### src/rtl/core/vfc_pkg.sv
// shared types, constants and codes of the voxel face culling block
package vfc_pkg;

	localparam int CHUNK_SIDE_DEF   = 16;
	localparam int CHUNK_HEIGHT_DEF = 64;

	localparam int XY_W   = 4;
	localparam int Z_W    = 6;
	localparam int MASK_W = 6;
	localparam int CNT_W  = 3;
	localparam int VCNT_W = 19;

	localparam logic [VCNT_W-1:0] VCNT_MAX = {VCNT_W{1'b1}};
	// four vertices per face, as a shift of the face count
	localparam int VERTS_SHIFT = 2;

	// opcodes
	localparam logic OP_WRITE = 1'b0;
	localparam logic OP_QUERY = 1'b1;

	// face bit positions
	localparam int FACE_PX = 0;
	localparam int FACE_PY = 1;
	localparam int FACE_NX = 2;
	localparam int FACE_NY = 3;
	localparam int FACE_PZ = 4;
	localparam int FACE_NZ = 5;

	typedef enum logic [3:0] {
		ST_CLEAR,
		ST_IDLE,
		ST_RD_C,
		ST_WR,
		ST_RD_PY,
		ST_RD_NY,
		ST_RD_PZ,
		ST_RD_NZ,
		ST_RD_LAST,
		ST_FIN
	} state_t;

	typedef enum logic [2:0] {
		SEL_CENTER,
		SEL_PY,
		SEL_NY,
		SEL_PZ,
		SEL_NZ,
		SEL_CLR
	} addr_sel_t;

	typedef struct packed {
		addr_sel_t sel;
		logic      ram_we;
		logic      wr_clear;
		logic      clr_inc;
		logic      take_in;
		logic      cap_c;
		logic      cap_py;
		logic      cap_ny;
		logic      cap_pz;
		logic      cap_nz;
		logic      out_load;
	} cmd_t;

	typedef struct packed {
		logic clear_last;
		logic is_write;
		logic in_chunk;
		logic out_free;
	} sts_t;

endpackage

### src/rtl/core/vfc_ctrl.sv
// controller state machine: clearing pass, item sequencing, result hand-off
module vfc_ctrl (
	input  logic          clk,
	input  logic          arst_n,
	input  logic          in_valid,
	output logic          in_stall,
	input  vfc_pkg::sts_t sts,
	output vfc_pkg::cmd_t cmd
);
	import vfc_pkg::*;

	state_t state_q;
	state_t state_d;

	always_ff @(posedge clk or negedge arst_n) begin
		if (!arst_n) begin
			state_q <= ST_CLEAR;
		end else begin
			state_q <= state_d;
		end
	end

	always_comb begin
		state_d = state_q;
		case (state_q)
			ST_CLEAR:   if (sts.clear_last) state_d = ST_IDLE;
			ST_IDLE:    if (in_valid) state_d = ST_RD_C;
			ST_RD_C:    state_d = sts.is_write ? ST_WR : ST_RD_PY;
			ST_WR:      state_d = ST_FIN;
			ST_RD_PY:   state_d = ST_RD_NY;
			ST_RD_NY:   state_d = ST_RD_PZ;
			ST_RD_PZ:   state_d = ST_RD_NZ;
			ST_RD_NZ:   state_d = ST_RD_LAST;
			ST_RD_LAST: state_d = ST_FIN;
			ST_FIN:     if (sts.out_free) state_d = ST_IDLE;
			default:    state_d = ST_CLEAR;
		endcase
	end

	always_comb begin
		cmd      = '0;
		cmd.sel  = SEL_CENTER;
		in_stall = 1'b1;
		case (state_q)
			ST_CLEAR: begin
				cmd.sel      = SEL_CLR;
				cmd.ram_we   = 1'b1;
				cmd.wr_clear = 1'b1;
				cmd.clr_inc  = 1'b1;
			end
			ST_IDLE: begin
				in_stall    = 1'b0;
				cmd.take_in = in_valid;
			end
			ST_RD_C: begin
				cmd.sel = SEL_CENTER;
			end
			ST_WR: begin
				cmd.sel    = SEL_CENTER;
				cmd.ram_we = sts.in_chunk;
			end
			ST_RD_PY: begin
				cmd.sel   = SEL_PY;
				cmd.cap_c = 1'b1;
			end
			ST_RD_NY: begin
				cmd.sel    = SEL_NY;
				cmd.cap_py = 1'b1;
			end
			ST_RD_PZ: begin
				cmd.sel    = SEL_PZ;
				cmd.cap_ny = 1'b1;
			end
			ST_RD_NZ: begin
				cmd.sel    = SEL_NZ;
				cmd.cap_pz = 1'b1;
			end
			ST_RD_LAST: begin
				cmd.cap_nz = 1'b1;
			end
			ST_FIN: begin
				cmd.out_load = sts.out_free;
			end
			default: begin
				cmd.sel = SEL_CENTER;
			end
		endcase
	end

endmodule

### config.mk
export PLATFORM = sky130hd
export DESIGN_NAME = vfc_ctrl
export DESIGN_NICKNAME = d
export VERILOG_FILES = /design/src/rtl/core/vfc_pkg.sv /design/src/rtl/core/vfc_ctrl.sv
export SDC_FILE = /design/constraint.sdc
export NUM_CORES = 1
export LEC_CHECK = 0
export BUFFER_PORTS_ARGS = -buffer_cell sky130_fd_sc_hd__buf_2
export CAP_MARGIN = 20
export CORE_AREA = 2 2 39 41
export DETAILED_ROUTE_END_ITERATION = 7
export DIE_AREA = 0 0 41 43
export HOLD_SLACK_MARGIN = 0.03
export PLACE_DENSITY = 0.65
export SLEW_MARGIN = 20
export SYNTH_ARGS = -nofsm -noshare
export SYNTH_HDL_FRONTEND = slang
export SYNTH_SLANG_ARGS = --single-unit
### constraint.sdc
create_clock -name clk -period 2.7 [get_ports clk]
set_input_delay 0.27 -clock clk [delete_from_list [all_inputs] [get_ports clk]]
set_output_delay 0.27 -clock clk [all_outputs]
set_load 0.02 [all_outputs]
-- Yosys cells after proc, flatten, opt, wreduce, memory -nomap -nowiden
Cells that the tools add are included.
- equality and inequality tests: 12
- shift operators: 0
- div/mod/pow operators: 0
- reductions and logical operators: 3
- muxes and demuxes: 16
- bitwise logic cells: 0
- magnitude comparators: 0
- $add $sub $neg: 0
- multiply operators: 0
- operator list (operator ; count):
    $pmux 4 s9 ; 1
    $eq 4x3->1 const B ; 4
    $pmux 3 s5 ; 1
    $mux 4 ; 3
    $eq 4x2->1 const B ; 2
    $eq 4x4->1 const B ; 2
    $mux 1 ; 8
    $ne 2x2->1 const B ; 3
    $eq 4x1->1 const B ; 1
    $logic_not 4->1 ; 1
    $mux 3 ; 1
    $reduce_and 3->1 ; 1
    $mux 2 ; 1
    $pmux 1 s2 ; 1
    $reduce_or 2->1 ; 1
- output and inout bits: 14
- latch bits: 0
- logic and storage cells: 32
- input port bits: 7
- register bits after elaboration: 4
- memory bits (writable): 0
- memories: 0
- memory bits (read-only): 0

-- Logic depth before layout (Yosys ltp)
Gate-level depths: netlist of run 1.
- word-level depth: 3
- mapped depth: 5
- mapped depth without buffers: 3

-- Worst setup path after synthesis of run 1
No wires, ideal clock.
- path type: reg-to-output
- start: register state_q[1]
- end: output cmd[8] (netlist bit)
- data required time: 2.430 ns
- cell stages (with the launch flop): 5
- slack: 0.780 ns
- path buffers: 3
- arrival time: 1.650 ns
- cell sequence: dfrtp_1 > buf_4 > buf_6 > nor4_1 > buf_4
- RTL lines (what ; RTL line ; source):
    from (decl) ; vfc_ctrl.sv:12 ; state_t state_q;
    from (signal assigned) ; vfc_ctrl.sv:19 ; state_q <= state_d;
    to (decl) ; vfc_ctrl.sv:8 ; output vfc_pkg::cmd_t cmd

==> results of run 1 <==
power breakdown:
| part | total, mW | internal [mW] | switching [mW] |
|---|---|---|---|
| Clock | 0.0758 | 0.0498 | 0.0260 |
| Combinational | 0.365 | 0.149 | 0.216 |
| Sequential | 0.171 | 0.0848 | 0.0863 |
| Total | 0.612 | 0.284 | 0.328 |
cells in the final DEF, fill, tap and decap left out:
master and n:
and2_1 1, dlygate4sd3_1 1, buf_2 20, clkbuf_4 3, o211ai_1 1, nand2b_1 2
xnor2_1 1, o311ai_0 1, nor4_1 1, nor2b_1 3, nand3_1 3, nor2_1 4
and4_1 1, o21ai_0 4, dfrtp_1 4, nand2_1 3, nor4b_1 1, nor3_1 2
inv_1 2, a21oi_1 1, a21oi_2 1, and3_1 1, a221oi_1 1, a211oi_1 2
or3_4 1
worst max-delay path, stage by stage (launching register included):
cell,delay (ps)
dfrtp_1,550
or3_4,440
a21oi_2,130
buf_2,170
what timing repair did:
item	4_1_cts	5_1_grt
hold buffers	1	0
gates resized for setup	0	0
setup endpoints to repair	0	0
hold endpoints to repair	4	0
Yosys cell counts, drive strengths merged (2+ instances only):
| library cell | n | area [sq um] |
|---|---|---|
| nor2b | 3 | 18.8 |
| nand2 | 3 | 11.3 |
| a21oi | 2 | 13.8 |
| nor3 | 2 | 10.0 |
| o21ai | 4 | 20.0 |
| nor2 | 4 | 15.0 |
| dfrtp | 4 | 100 |
| buf | 7 | 58.8 |
| nand2b | 2 | 12.5 |
| inv | 2 | 7.51 |
| nand3 | 3 | 15.0 |
| a211oi | 2 | 15.0 |
per-layer routing:
metal  vias to the layer above  GRT usage, %  part of all wire, %
li1                        204             -                    -
met1                       177          13.9                   46
met2                        14          14.1                   46
met3                         2          4.71                  4.7
met4                         0          10.0                  2.2
met5                         -             0                    0
layout make-up:
| type | instances | area [sq um] | area share, % |
|---|---|---|---|
| multi-input combinational | 35 | 213 | 45.0 |
| timing repair buffer | 21 | 110 | 23.3 |
| sequential | 4 | 100 | 21.2 |
| clock buffer | 3 | 22.5 | 4.76 |
| tap | 16 | 20.0 | 4.23 |
| inverter | 2 | 7.51 | 1.59 |
worst paths after layout:
check	end	slack (ps)	cells past startpoint
max	cmd[12]	910	3
min	state_q[0]	310	3
max reg2reg	state_q[0]	1530	3
min reg2reg	state_q[1]	670	1
max in group asynchronous	state_q[3]	2220	2
min in group asynchronous	state_q[1]	360	2
per-stage QoR:
| stage | worst slack [ps] | total power, mW |
|---|---|---|
| detailed placement | 1160 | 0.537 |
| floorplan | 780 | 0.494 |
| global placement | 1190 | 0.537 |
| finish | 909 | 0.612 |
| global route | 769 | 0.670 |
| CTS | 904 | 0.617 |
kinds of logic (layout without fill, tap and decap cells):
| group | after synthesis | in the layout | synth area share, % |
|---|---|---|---|
| compound gates | 11 | 11 | 19.5 |
| simple gates | 23 | 23 | 34.3 |
| flops | 4 | 4 | 26.4 |
| buf+inv | 9 | 26 | 17.5 |
| xor+xnor | 1 | 1 | 2.31 |
==> flow_summary.json, run 1 <==
{
  "area_growth_pct": 24.8,
  "tns_ps": 0,
  "drive_gt1_share_pct": 38.5,
  "critical_path_class": "reg -> out",
  "fill_cells": 158,
  "drcViolationCount": 0,
  "syn_area_sq_um": 379,
  "vias": 397,
  "hold_class": "in -> reg",
  "rows": 14,
  "leakage_nw": 0.226,
  "yosysUniqueCellTypes": 25,
  "portBuffers": 20,
  "largest_register_ffs": 4,
  "post-cts-setup-buffers": 0,
  "critPathArrivalTime_ps": 1520,
  "io_pins": 21,
  "min_from": "sts[2]",
  "syn-num-nets": 55,
  "vdd_drop_max_mv": 0.301,
  "tightest_slew_ps": 489,
  "yosysWarnings": 0,
  "status": "finished clean",
  "cts_tree": "done",
  "fmax_mhz": 558,
  "final_cells": 81,
  "slew_viol_final": 0,
  "antenna_found_initial": 0,
  "synth_seq_area_share_pct": 26.4,
  "critPathLaunch": "state_q[1]",
  "grt_use_total_pct": 11.3,
  "die_x_microns": 41,
  "synth-async-reset-ratio_pct": 100,
  "final.setup_skew_ps": 2.72,
  "ctsLongestPathBuffers": 2,
  "rsz0062_at_grt": "false",
  "syn_inst": 48,
  "first_pass_iters": 4,
  "finalCritPeriodShare_pct": 66.3,
  "clock_sinks": 4,
  "synth_flop_cell": "dfrtp_1",
  "htree_levels": 1,
  "placedInstanceArea_sq_um": 440,
  "cap_violations": 0,
  "routedWlPerCell_microns": 10.5,
  "grt_start_max_net_pins": 18,
  "crit_path_end_kind": "primary output",
  "top_register": "state_q",
  "fin_area_sq_um": 473,
  "postLayoutCoreUtil_pct": 34.2,
  "via_per_inst": 4.90,
  "antenna_cells": 0,
  "nets": 74,
  "cts_root_buffer": "clkbuf_4",
  "setup_viol_count_final": 0,
  "fp.coreArea_sq_um": 1380,
  "worstPathMaxFanout": 17,
  "synth_edf_count": 0,
  "clk_latency_ps": 240,
  "start_util_pct": 27.4,
  "ys_ff_latch": 4,
  "largest_registers": "state_q (4)",
  "grt_pass1_vias": 318,
  "cts_inserted_buffers": 3,
  "worstSetupStartpointType": "register",
  "die_area_sq_um": 1760,
  "die_h_microns": 43,
  "grt_remaining_overflow": 0,
  "ant_nets": 0,
  "dp_cells": 77,
  "clkSlewWorstSetupHoldPaths_ps": 40,
  "finalHoldViolCount": 0,
  "gp_congestion": 0.801,
  "fin_crit_ps": 1790,
  "drtIter0Drc": 11,
  "required_ps": 2430,
  "powerDensity_nw_per_um2": 1290,
  "crit-reg2reg-launch": "state_q[0]",
  "slew_headroom_pct": 67.4,
  "synth.avg_cell_area_sq_um": 7.90,
  "grt_pass1_wl_microns": 1300,
  "hold_ws_ps": 311,
  "wl_microns": 848
}
No activity file was read; power rests on OpenSTA's default activity.
==> run 2, diff against run 1 <==
Settings changed: PLACE_DENSITY 0.65 to 0.68.
Clock period 2.7 ns to 1.61 ns, I/O delays scaled along.
==> run 2 against run 1 <==
  * Cell count rose by 3.7%
  * Cell area increased by 7.1%
  * Setup slack got worse by 850 ps
  * Sequential cell count unchanged
  * Worst hold slack got worse by 100 ps
  * Critical path type unchanged
  * Highest routed layer is now met3
==> flow_summary.json, run 2 (synthesis results as in run 1) <==
{
  "status": "finished clean",
  "grt_start_max_net_pins": 14,
  "start_util_pct": 27.4,
  "first_pass_iters": 4,
  "grt_pass1_vias": 322,
  "top_register": "state_q",
  "vdd_drop_max_mv": 0.692,
  "antenna_found_initial": 0,
  "cp_top_family": "flip-flops",
  "slowest_delay_ps": 460,
  "tightest_slew_ps": 267,
  "hold_ws_ps": 211,
  "ant_nets": 0,
  "largest_registers": "state_q (4)",
  "htree_levels": 1,
  "clkSlewWorstSetupHoldPaths_ps": 40,
  "rows": 14,
  "r2r_end": "state_q[0]",
  "gp_congestion": 0.769,
  "finalCritPeriodShare_pct": 96.0,
  "fin_area_sq_um": 507,
  "io_pins": 21,
  "via_per_inst": 4.70,
  "grt_remaining_overflow": 0,
  "area_growth_pct": 33.7,
  "clock_sinks": 4,
  "fp.coreArea_sq_um": 1380,
  "cts_inserted_buffers": 3,
  "nets": 77,
  "wl_microns": 856,
  "crit-reg2reg-launch": "state_q[0]",
  "fmax_mhz": 647,
  "largest_register_ffs": 4,
  "slew_headroom_pct": 82.0,
  "cap_violations": 0,
  "critPathArrivalTime_ps": 1390,
  "post-cts-setup-buffers": 0,
  "die_area_sq_um": 1760,
  "critical_path_class": "reg -> out",
  "routedWlPerCell_microns": 10.2,
  "min_from": "sts[2]",
  "leakage_nw": 0.237,
  "cts_tree": "done",
  "crit_path_end_kind": "primary output",
  "cp.buffers_inverters": 1,
  "cts_root_buffer": "clkbuf_4",
  "antenna_cells": 0,
  "vias": 395,
  "grt_pass1_wl_microns": 1370,
  "placedInstanceArea_sq_um": 469,
  "tns_ps": 0,
  "portBuffers": 20,
  "die_h_microns": 43,
  "worstSetupStartpointType": "register",
  "powerDensity_nw_per_um2": 2170,
  "die_x_microns": 41,
  "drive_gt1_share_pct": 48.5,
  "setup_viol_count_final": 0,
  "final_cell_mix": "buf_2 (20), nor2_1 (4), o21ai_0 (4), dfrtp_2 (4)",
  "fin_crit_ps": 1550,
  "postLayoutCoreUtil_pct": 36.6,
  "place_hpwl_microns": 679,
  "hold_end": "state_q[0]",
  "finalHoldViolCount": 0,
  "worstPathMaxFanout": 9,
  "drtIter0Drc": 5,
  "worstRegToRegCells": 4,
  "clk_latency_ps": 230,
  "final.setup_skew_ps": 0.164,
  "drcViolationCount": 0,
  "required_ps": 1450,
  "r2r_slack_ps": 450,
  "rsz0062_at_grt": "false",
  "final_common_cell": "buf_2",
  "min_path_cells": 3,
  "slew_viol_final": 0,
  "crit_chain": "or3_4, a21oi_2, buf_2",
  "fill_cells": 151,
  "slowest_stage": "dfrtp_2",
  "ctsLongestPathBuffers": 2,
  "hold_class": "in -> reg",
  "grt_use_total_pct": 12.1
}
run 2: worst min-delay path, cell delays in order:
cell      delay, ps
buf_2            80
o211ai_1         70
o311ai_0         80
run 2: per-stage QoR:
| step | power [mW] | std cells | setup WS [ps] |
|---|---|---|---|
| floorplan | 0.840 | 48 | 57.7 |
| global placement | 0.968 | 80 | 301 |
| detailed placement | 0.973 | 80 | 266 |
| CTS | 1.10 | 84 | 14.7 |
| global route | 1.20 | 84 | 19.5 |
| finish | 1.10 | 84 | 63.6 |
run 2: layer usage:
layer	track usage, %	vias to the layer above	share of wire [%]
li1	-	210	-
met1	15.5	177	49
met2	16.3	8	47
met3	3.14	0	3.9
met4	10.0	0	0
met5	0	-	0
run 2: cell type report:
class	count	area, sq um	share of cell area, %
repair buffers	24	133	26.2
flip-flops and latches	4	105	20.7
multi-input cells	35	219	43.2
inverters	2	7.51	1.48
clock buffers	3	22.5	4.44
well taps	16	20.0	3.95
run 2: report_power, final:
group          switching [mW]  internal [mW]  leakage [nW]
combinational           0.426          0.297         0.177
clock                  0.0377         0.0832        0.0138
sequential              0.106          0.152        0.0457
total                   0.569          0.532         0.237
run 2: worst max path at each step:
stage	from	end	slack, ps	cells after the start
detailed placement	state_q[2]	cmd[12]	270	3
finish	state_q[2]	cmd[12]	60	3
global route	state_q[2]	cmd[12]	20	3
floorplan	state_q[1]	cmd[1]	60	3
global placement	state_q[1]	cmd[12]	300	3
CTS	state_q[2]	cmd[12]	10	3
run 2: repair_timing:
item,CTS,global route
setup endpoints to repair,0,6
hold buffers,1,0
endpoints found under the hold margin,4,0
gates resized for setup,0,4
